### config.mk
export PLATFORM = sky130hd
export DESIGN_NAME = sgu_ctrl
export DESIGN_NICKNAME = d
export VERILOG_FILES = /design/src/sv/sgu_pkg.sv /design/src/sv/sgu_ctrl.sv
export SDC_FILE = /design/constraint.sdc
export NUM_CORES = 1
export LEC_CHECK = 0
export BUFFER_PORTS_ARGS = -buffer_cell sky130_fd_sc_hd__buf_2
export CAP_MARGIN = 20
export CORE_MARGIN = 4
export CORE_UTILIZATION = 46
export CTS_CLUSTER_SIZE = 25
export DETAILED_ROUTE_END_ITERATION = 10
export PLACE_DENSITY = 0.73
export SKIP_LAST_GASP = 1
export SLEW_MARGIN = 25
export SYNTH_ARGS = -nofsm -noshare
export SYNTH_HDL_FRONTEND = slang
export SYNTH_SLANG_ARGS = --single-unit
### constraint.sdc
create_clock -name clk_i -period 1.3 [get_ports clk_i]
set_input_delay 0.065 -clock clk_i [delete_from_list [all_inputs] [get_ports clk_i]]
set_output_delay 0.065 -clock clk_i [all_outputs]
set_load 0.03 [all_outputs]
### src/sv/sgu_pkg.sv
// Shared types, codes and tables of the six-channel sound generator.
package sgu_pkg;

  localparam logic [1:0] OP_SELECT = 2'd0;
  localparam logic [1:0] OP_WRITE  = 2'd1;
  localparam logic [1:0] OP_READ   = 2'd2;
  localparam logic [1:0] OP_TICK   = 2'd3;

  localparam logic [4:0] REG_AMP_LAST = 5'd5;
  localparam logic [4:0] REG_OFF_LO   = 5'd8;
  localparam logic [4:0] REG_OFF_HI   = 5'd13;
  localparam logic [4:0] REG_OCT_LO   = 5'd16;
  localparam logic [4:0] REG_OCT_HI   = 5'd18;
  localparam logic [4:0] REG_TONE_EN  = 5'd20;
  localparam logic [4:0] REG_NOISE_EN = 5'd21;
  localparam logic [4:0] REG_NOISE    = 5'd22;
  localparam logic [4:0] REG_ENV0     = 5'd24;
  localparam logic [4:0] REG_ENV1     = 5'd25;
  localparam logic [4:0] REG_CTRL     = 5'd28;

  localparam logic CFG_CLOCK_STEP = 1'b0;

  typedef struct packed {
    logic [1:0] opcode;
    logic [7:0] bus_byte;
  } in_item_t;

  typedef struct packed {
    logic [7:0] read_data;
    logic [7:0] left_sample;
    logic [7:0] right_sample;
  } out_item_t;

  typedef enum logic [3:0] {
    ST_IDLE, ST_DISP, ST_BUS, ST_NADD, ST_NSUB, ST_TADD,
    ST_TCHK, ST_TMUL, ST_TEDGE, ST_TMIX, ST_DONE
  } state_e;

  typedef enum logic [3:0] {
    CMD_NONE, CMD_LOAD, CMD_BUS, CMD_NADD, CMD_NSUB, CMD_TADD,
    CMD_TCHK, CMD_TMUL, CMD_TEDGE, CMD_TMIX, CMD_DONE
  } cmd_e;

  typedef struct packed {
    cmd_e       cmd;
    logic [2:0] ch;
    logic       nidx;
  } ctl_t;

  typedef struct packed {
    logic tick_run;
    logic noise_more;
    logic edge_hit;
    logic out_free;
  } sts_t;

  localparam logic [7:0] PDM_AMP [8][16] = '{
    '{8'd0, 8'd0, 8'd0, 8'd0, 8'd0, 8'd0, 8'd0, 8'd0,
      8'd0, 8'd0, 8'd0, 8'd0, 8'd0, 8'd0, 8'd0, 8'd0},
    '{8'd0, 8'd4, 8'd4, 8'd8, 8'd8, 8'd12, 8'd12, 8'd16,
      8'd16, 8'd20, 8'd20, 8'd24, 8'd24, 8'd28, 8'd28, 8'd32},
    '{8'd0, 8'd4, 8'd8, 8'd12, 8'd16, 8'd20, 8'd24, 8'd28,
      8'd32, 8'd36, 8'd40, 8'd44, 8'd48, 8'd52, 8'd56, 8'd60},
    '{8'd0, 8'd8, 8'd12, 8'd20, 8'd24, 8'd32, 8'd36, 8'd44,
      8'd48, 8'd56, 8'd60, 8'd68, 8'd72, 8'd80, 8'd84, 8'd92},
    '{8'd0, 8'd8, 8'd16, 8'd24, 8'd32, 8'd40, 8'd48, 8'd56,
      8'd64, 8'd72, 8'd80, 8'd88, 8'd96, 8'd104, 8'd112, 8'd120},
    '{8'd0, 8'd12, 8'd20, 8'd32, 8'd40, 8'd52, 8'd60, 8'd72,
      8'd80, 8'd92, 8'd100, 8'd112, 8'd120, 8'd132, 8'd140, 8'd152},
    '{8'd0, 8'd12, 8'd24, 8'd36, 8'd48, 8'd60, 8'd72, 8'd84,
      8'd96, 8'd108, 8'd120, 8'd132, 8'd144, 8'd156, 8'd168, 8'd180},
    '{8'd0, 8'd16, 8'd28, 8'd44, 8'd56, 8'd72, 8'd84, 8'd100,
      8'd112, 8'd128, 8'd140, 8'd156, 8'd168, 8'd184, 8'd196, 8'd212}
  };

endpackage

### src/sv/sgu_ctrl.sv
// Sequencer of the sound generator: steps the datapath through one request.
module sgu_ctrl (
  input  logic          clk_i,
  input  logic          rst_ni,
  input  logic          in_valid_i,
  output logic          in_stall_o,
  input  sgu_pkg::sts_t sts_i,
  output sgu_pkg::ctl_t ctl_o
);
  import sgu_pkg::*;

  state_e     state_q, state_d;
  logic [2:0] ch_q, ch_d;
  logic       n_q, n_d;

  always_ff @(posedge clk_i or negedge rst_ni) begin
    if (!rst_ni) begin
      state_q <= ST_IDLE;
      ch_q    <= 3'd0;
      n_q     <= 1'b0;
    end else begin
      state_q <= state_d;
      ch_q    <= ch_d;
      n_q     <= n_d;
    end
  end

  always_comb begin
    state_d = state_q;
    ch_d    = ch_q;
    n_d     = n_q;
    unique case (state_q)
      ST_IDLE:  if (in_valid_i) state_d = ST_DISP;
      ST_DISP: begin
        n_d     = 1'b0;
        ch_d    = 3'd0;
        state_d = sts_i.tick_run ? ST_NADD : ST_BUS;
      end
      ST_BUS:   if (sts_i.out_free) state_d = ST_IDLE;
      ST_NADD:  state_d = ST_NSUB;
      ST_NSUB: begin
        if (!sts_i.noise_more) begin
          if (!n_q) begin
            n_d     = 1'b1;
            state_d = ST_NADD;
          end else begin
            state_d = ST_TADD;
          end
        end
      end
      ST_TADD:  state_d = ST_TCHK;
      ST_TCHK:  state_d = sts_i.edge_hit ? ST_TMUL : ST_TMIX;
      ST_TMUL:  state_d = ST_TEDGE;
      ST_TEDGE: state_d = ST_TCHK;
      ST_TMIX: begin
        if (ch_q == 3'd5) begin
          state_d = ST_DONE;
        end else begin
          ch_d    = ch_q + 3'd1;
          state_d = ST_TADD;
        end
      end
      ST_DONE:  if (sts_i.out_free) state_d = ST_IDLE;
      default:  state_d = ST_IDLE;
    endcase
  end

  always_comb begin
    ctl_o.cmd  = CMD_NONE;
    ctl_o.ch   = ch_q;
    ctl_o.nidx = n_q;
    in_stall_o = (state_q != ST_IDLE);
    unique case (state_q)
      ST_IDLE:  if (in_valid_i) ctl_o.cmd = CMD_LOAD;
      ST_BUS:   if (sts_i.out_free) ctl_o.cmd = CMD_BUS;
      ST_NADD:  ctl_o.cmd = CMD_NADD;
      ST_NSUB:  if (sts_i.noise_more) ctl_o.cmd = CMD_NSUB;
      ST_TADD:  ctl_o.cmd = CMD_TADD;
      ST_TCHK:  ctl_o.cmd = CMD_TCHK;
      ST_TMUL:  ctl_o.cmd = CMD_TMUL;
      ST_TEDGE: ctl_o.cmd = CMD_TEDGE;
      ST_TMIX:  ctl_o.cmd = CMD_TMIX;
      ST_DONE:  if (sts_i.out_free) ctl_o.cmd = CMD_DONE;
      default:  ctl_o.cmd = CMD_NONE;
    endcase
  end

endmodule

Word-level counts from Yosys, hierarchy flattened
Index checks and enable logic that the tools add are counted.

Add/sub/neg operators: 1. Equal/unequal tests: 15. Multiplexer cells: 17. Reduce and logical (&&, ||, !) cells: 9.

Operator list (count): $pmux 4 s10 (1); $pmux 4 s9 (1); $mux 4 (6); $eq 4x3->1 const B (4); $eq 4x4->1 const B (3); $mux 3 (3); $eq 4x2->1 const B (2); $ne 2x2->1 const B (3); $pmux 3 s2 (1); $eq 4x1->1 const B (1); $logic_not 4->1 (1); $reduce_and 2->1 (2); $reduce_bool 2->1 (2); $reduce_bool 4->1 (1); $reduce_or 2->1 (2); $add 3x1->3 const B (1); $eq 3x3->1 const B (1); $mux 1 (3); $reduce_and 3->1 (1); $mux 2 (1); $ne 2x1->1 const B (1); $pmux 1 s2 (1).

Bits in registers: 8. Input port bits: 7. Output and inout bits: 9.

Depth between registers and ports, before layout
Gate-level depths: netlist of run 1.

Word-level depth: 4. Gate-level depth with buffers: 6. Depth with buffers taken out: 6.

Worst setup path after synthesis of run 1
OpenSTA, ideal clock, no wires.

Path type: register to register. Start: register ch_q[1]. End: register ch_q[0]. Arrival time: 1.369 ns. Slack: -0.190 ns. Cell stages (with the launch flop): 7. Path buffers: 0. Clock period less this slack: 1.490 ns. Cell sequence: dfrtp_1 inv_1 ha_1 nand2_1 nor3b_4 xor2_1 a22o_1.

Word-level cells in the longest chain between the ends: 3.

RTL lines: start: declaration (RTL line sgu_ctrl.sv:13) `logic [2:0] ch_q, ch_d;`; start signal: assignment (RTL line sgu_ctrl.sv:23) `ch_q <= ch_d;`; $eq 3x3->1 (RTL line sgu_ctrl.sv:56) `if (ch_q == 3'd5) begin`; $ne 2x2->1 (no source line); $reduce_and 2->1 (no source line).

Every way passes these cells. A chain may end at the register's enable or synchronous reset.

==> impl_metrics.toml, run 1 <==
[layout]
fillers = 103
fin_nets = 129
antenna_cells = 0
area_growth_pct = 51.2
drive_above_1_share_pct = 52.5

[sta]
setup_viol = 9
period_needed_ps = 1400
min_period_over_period_pct = 108
tns_ps = -610
clock_skew_ps = 1.92
slew_violations = 0
finalHoldViolCount = 0
grt_setup_unrepaired = "yes"
setup_ws_ps = -103
timing.fmax_mhz = 713
relSlewSlack_pct = 85.0
tightest_slew_ps = 225

[clock_tree]
clkTransAtPathRegs_ps = 60
clock-sinks = 8
clock_latency_ps = 260
root_buffer = "clkbuf_4"
cts_tree = "done"
htreeDepth = 1
cts_buffers = 3
cts_max_path_buffers = 2

[hold_path]
hp-start = "sts_i[2]"
holdPathEnd = "state_q[2]$_DFFE_PN0P_"
hold_class = "in2reg"
hold_depth = 3

[synthesis]
synth_top_area_share_pct = 28.9
synth_area_per_cell_sq_um = 8.14
syn_area_sq_um = 692
synthCells = 85
synthTopCellsByCount = "9 x nor2_1, 8 x dfrtp_1, 7 x nand2_1"
synth_fp_nets = 94
synth_edf_count = 0
synth_warnings = 0
synth.most_common_cell = "nor2_1"
async_reset_ff_share_pct = 100
ys_seq_elements = 8
synth_seq_area_share_pct = 28.9
synth_area_leaders = "dfrtp_1 29%, nor2_1 4.9%, a21oi_1 4.3%, o21ai_0 4.3%, nand2b_4 4.0%"
yosysUniqueCellTypes = 33
yosys_most_used_dff = "dfrtp_1"
synth_top_cell_by_area = "dfrtp_1"

[place]
port_buffers = 15
gp_congestion = 0.845
dpl.hpwl_um = 1410
preCtsSetupSlack_ps = -41.5

[critical_path]
critical_path_arrival_ps = 1340
cpMostUsedCell = "buf_6"
r2r-start = "state_q[1]$_DFFE_PN0P_"
r2r-end = "ch_q[0]$_DFFE_PN0P_"
cp_cell_sequence = "buf_6, o311a_1, buf_6"
crit_path_end_kind = "output pin"
start_kind = "flip-flop"
required_ps = 1240
cp_max_fo = 8
max_stage_delay_ps = 490
r2r_setup_slack_ps = -90
reg2reg_depth = 5
crit_type = "reg2out"
slowest_stage = "dfrtp_2"

[global_routing]
antenna_found_initial = 0
grt_pass1_vias = 721
grt_pass1_wl_um = 3300
grt_usage_pct = 21.6
overflow = 0
grt_max_degree = 9

[floorplanning]
die_h_um = 46.8
die_w_um = 46.8
core-area_sq_um = 1370
start_util_pct = 50.6
num_rows = 13
pin_count = 16
dieArea_sq_um = 2190

[detailed_routing]
wl_per_cell_um = 15.6
dr_total_vias = 783
postRouteAntennaNets = 0
first_iter_violations = 56
routed_wl_um = 2080
firstDrtPassIters = 4
remaining_drc_errors = 0
routed_via_density = 5.89

[outcome]
status = "complete, but fails checks"
violations = "negative setup slack"

[pwr]
p_leak_nw = 0.486
power.total_w = 0.00233
ir_worst_vdd_uv = 1740
power_density_nw_per_um2 = 2230

[flow_run]
drv_cap = 0
## power breakdown
part | switching [W] | internal, W
combinational | 0.000836 | 0.000810
sequential | 0.000157 | 0.000330
clock | 0.0000926 | 0.000106
total | 0.00109 | 0.00125
## final cells by class
class                           instances  area, sq um  area share (%)
Multi-Input combinational cell         66          493            47.1
Inverter                                3         11.3            1.08
Clock buffer                            3         22.5            2.15
Sequential cell                         8          208            19.9
Tap cell                               15         18.8            1.79
Timing Repair Buffer                   38          293            28.0
## state kept, by name, indices dropped and copies added, names as in the netlist
name,cells
n_q,1
ch_q,3
state_q,4
## critical path: cells and delay by family (launching register included)
family          cells  cell delay [ps]
flops               1              490
buf+inv             2              300
compound gates      1              290
## cells in the final DEF, fill, tap and decap left out, types with 2 or more instances in the layout
master,instances
a21oi_1,4
a32o_1,2
buf_2,10
buf_4,19
buf_6,8
clkbuf_4,3
dfrtp_1,2
dfrtp_2,6
inv_1,2
nand2_1,6
nand2b_1,3
nand2b_4,3
nand3_1,3
nand3b_1,2
nor2_1,6
nor2_2,2
nor3_1,3
nor3b_2,2
o21ai_0,4
o21ai_1,2
## repair_timing
| item | CTS | global route |
|---|---|---|
| hold endpoints to repair | 8 | 0 |
| hold buffers | 1 | 0 |
| setup endpoints to repair | 8 | 12 |
| resized for setup | 21 | 11 |
| pin swaps | 4 | 6 |
| setup buffers | 6 | 0 |
## logic make-up (layout without fill, tap and decap cells)
group | Yosys count | after routing | share of synthesized area [%]
AOI/OAI and AO/OA | 24 | 24 | 23.0
xor gates and xnor gates | 2 | 2 | 2.53
adders and majority gates | 2 | 2 | 3.62
buffers and inverters | 11 | 44 | 9.58
DFF | 8 | 8 | 28.9
and+or+nand+nor | 38 | 38 | 32.4
## through the flow
step | cell area (sq um) | std cells | hold WS [ps] | util (%)
after floorplan | 713 | 85 | -231 | -
after CTS | 1000 | 133 | 111 | 73.5
after detailed placement | 872 | 123 | -76.7 | 63.8
after global placement | 872 | 123 | -80.6 | 63.8
final | 1050 | 133 | 121 | 76.6
after global routing | 1050 | 133 | 120 | 76.6
## worst max path at each step
| stage | startpoint | end | slack (ps) | cells after the start |
|---|---|---|---|---|
| 3_3_place_gp | state_q[3]$_DFFE_PN0P_ | state_q[1]$_DFFE_PN0P_ | -40 | 5 |
| 6_report | state_q[2]$_DFFE_PN0P_ | ctl_o[5] | -100 | 3 |
| 2_1_floorplan | ch_q[1]$_DFFE_PN0P_ | ch_q[0]$_DFFE_PN0P_ | -60 | 6 |
| 3_5_place_dp | state_q[3]$_DFFE_PN0P_ | state_q[1]$_DFFE_PN0P_ | -40 | 5 |
| 4_1_cts | state_q[2]$_DFFE_PN0P_ | ctl_o[5] | -90 | 3 |
| 5_1_grt | state_q[2]$_DFFE_PN0P_ | ctl_o[5] | -140 | 3 |
## layer usage
layer	routed length, um	up-vias	track usage [%]
met4	44	0	11.6
met1	856	360	28.0
met2	1000	45	34.4
met3	177	5	3.07
li1	-	373	-
met5	0	-	0
(Power assumes the default switching activity.)
==> run 2, diff against run 1 <==
--- a/config.mk
+++ b/config.mk
@@ -7,11 +7,12 @@
 export LEC_CHECK = 0
 export BUFFER_PORTS_ARGS = -buffer_cell sky130_fd_sc_hd__buf_2
 export CAP_MARGIN = 20
-export CORE_MARGIN = 4
-export CORE_UTILIZATION = 46
+export CORE_AREA = 4 4 41 43
 export CTS_CLUSTER_SIZE = 25
 export DETAILED_ROUTE_END_ITERATION = 10
-export PLACE_DENSITY = 0.73
+export DIE_AREA = 0 0 45 47
+export MAX_ROUTING_LAYER = met4
+export PLACE_DENSITY = 0.77
 export SKIP_LAST_GASP = 1
 export SLEW_MARGIN = 25
 export SYNTH_ARGS = -nofsm -noshare
==> constraint.sdc (replaced) <==
create_clock -name clk_i -period 1.65 [get_ports clk_i]
set_input_delay 0.0825 -clock clk_i [delete_from_list [all_inputs] [get_ports clk_i]]
set_output_delay 0.0825 -clock clk_i [all_outputs]
set_load 0.03 [all_outputs]
==> run 2 against run 1 <==
Effect of this change: the flow now finishes without violations; clock skew rose by 8.3 ps; core utilization fell by 16 points; largest cell class unchanged; non-clock buffer count down 19; power fell by 41%; critical path type unchanged; combinational power is 51% lower; wire length down 26%; highest routed layer unchanged; clock-buffer cell count unchanged; flip-flop and latch count is the same.
==> impl_metrics.toml, run 2 (same netlist as run 1, synthesis figures left out) <==
[detailed_routing]
first_iter_violations = 15
top_layer = "met4"
routed_wl_um = 1550
wl_per_cell_um = 13.6
dr_wl_met2_um = 715
dr_total_vias = 676
met1_length_um = 671
routed_via_density = 5.93
route.met3.wl_um = 125
postRouteAntennaNets = 0
firstDrtPassIters = 4
remaining_drc_errors = 0

[layout]
final_common_cell = "buf_2"
regMostFlops = "state_q"
largest_reg_flops = 4
reg.largest.list = "state_q (4), ch_q (3), n_q (1)"
final_cells = 114
fin_nets = 110
drive_above_1_share_pct = 26.3
area_growth_pct = 14.1
final_cell_mix = "15 x buf_2, 8 x nor2_1, 7 x nand2_1, 7 x dfrtp_1"
antenna_cells = 0

[sta]
setup_viol = 0
clock_skew_ps = 10.2
tns_ps = 0
min_period_over_period_pct = 92.3
grt_setup_unrepaired = "no"
tightest_slew_ps = 432
finalHoldViolCount = 0
slew_violations = 0
setup_ws_ps = 126
timing.fmax_mhz = 656
relSlewSlack_pct = 71.2
period_needed_ps = 1520

[place]
gp_congestion = 0.920
dpl.hpwl_um = 1200
dp.cells = 110
preCtsSetupSlack_ps = 199
port_buffers = 15

[critical_path]
r2r_setup_slack_ps = 180
path_buf_inv = 1
start_kind = "flip-flop"
max_stage_delay_ps = 570
crit_type = "reg2out"
cp_max_fo = 13
slowest_stage = "dfrtp_1"
cp_cell_sequence = "nor2_2, xnor2_1, a32o_1, buf_2"
required_ps = 1570
critical_path_arrival_ps = 1440
critPathTopFamily = "flip-flops"
crit_path_end_kind = "output pin"

[pwr]
p_seq_share_pct = 29.5
pwr-share-comb_pct = 59.5
internal_power_w = 0.000670
pwr-share-clk_pct = 11.0
p_switching_w = 0.000700
power_density_nw_per_um2 = 1740
switching_share_pct = 51.1
p_leak_nw = 0.368
ir_worst_vdd_uv = 962

[global_routing]
grt_max_degree = 17
grt_usage_pct = 18.1
overflow = 0
grt_pass1_wl_um = 2600
antenna_found_initial = 0
grt_pass1_vias = 605

[hold_path]
hold_class = "in2reg"

[clock_tree]
clock-sinks = 8
clkTransAtPathRegs_ps = 50
cts_buffers = 3
root_buffer = "clkbuf_4"
htreeDepth = 1
clock_latency_ps = 260
cts_max_path_buffers = 2
cts_tree = "done"

[floorplanning]
num_rows = 13
die_w_um = 45
core-area_sq_um = 1300
dieArea_sq_um = 2120
die_h_um = 47
pin_count = 16
start_util_pct = 53.2

[outcome]
status = "finished clean"

[flow_run]
drv_cap = 0
[run 2: routing by layer]
metal	vias to the layer above	GRT usage, %
li1	329	-
met1	312	21.3
met2	29	27.1
met3	6	6.51
met4	0	9.36
met5	-	-
[run 2: layout make-up]
class / instances / area (sq um)
Sequential cell: 8 / 201
Fill cell: 130 / 512
Tap cell: 15 / 18.8
Multi-Input combinational cell: 66 / 428
Timing Repair Buffer: 19 / 108
Inverter: 3 / 11.3
Clock buffer: 3 / 22.5
[run 2: final timing paths]
path | start | end | cells past startpoint
worst max-delay path | state_q[1]$_DFFE_PN0P_ | ctl_o[4] | 4
worst min-delay path | sts_i[2] | state_q[2]$_DFFE_PN0P_ | 3
worst max register to register | state_q[3]$_DFFE_PN0P_ | state_q[1]$_DFFE_PN0P_ | 4
worst min register to register | n_q$_DFFE_PN0P_ | n_q$_DFFE_PN0P_ | 2
max in group asynchronous | rst_ni | state_q[0]$_DFFE_PN0P_ | 2
min in group asynchronous | rst_ni | ch_q[0]$_DFFE_PN0P_ | 2
[run 2: power groups by stage]
stage	Combinational [W]	Sequential [W]	Clock, W
final	0.000815	0.000405	0.000151
after global routing	0.000892	0.000419	0.000167
after CTS	0.000815	0.000393	0.000155
after detailed placement	0.000809	0.000397	0
after global placement	0.000799	0.000391	0
after floorplan	0.000766	0.000302	0
[run 2: timing repair]
item	CTS	global route
buffers inserted	0	0
hold buffers	1	0
endpoints found under the setup margin	0	1
endpoints found under the hold margin	8	0
resized for setup	0	2
[run 2: metrics by stage]
stage                     util, %  power [W]  area (sq um)  hold WS [ps]
after global routing         60.7    0.00148           790           180
final                        60.7    0.00137           790           172
after detailed placement     57.9    0.00121           753         -68.7
after floorplan                 -    0.00107           692          -213
after CTS                    60.4    0.00136           786           168
after global placement       57.9    0.00119           753         -68.3
[run 2: worst reg2reg max path, cell delays in order (launching register included)]
cell and delay (ps):
dfrtp_1 530, nor2b_1 290, a31oi_1 130, o22a_1 220, a32oi_1 190
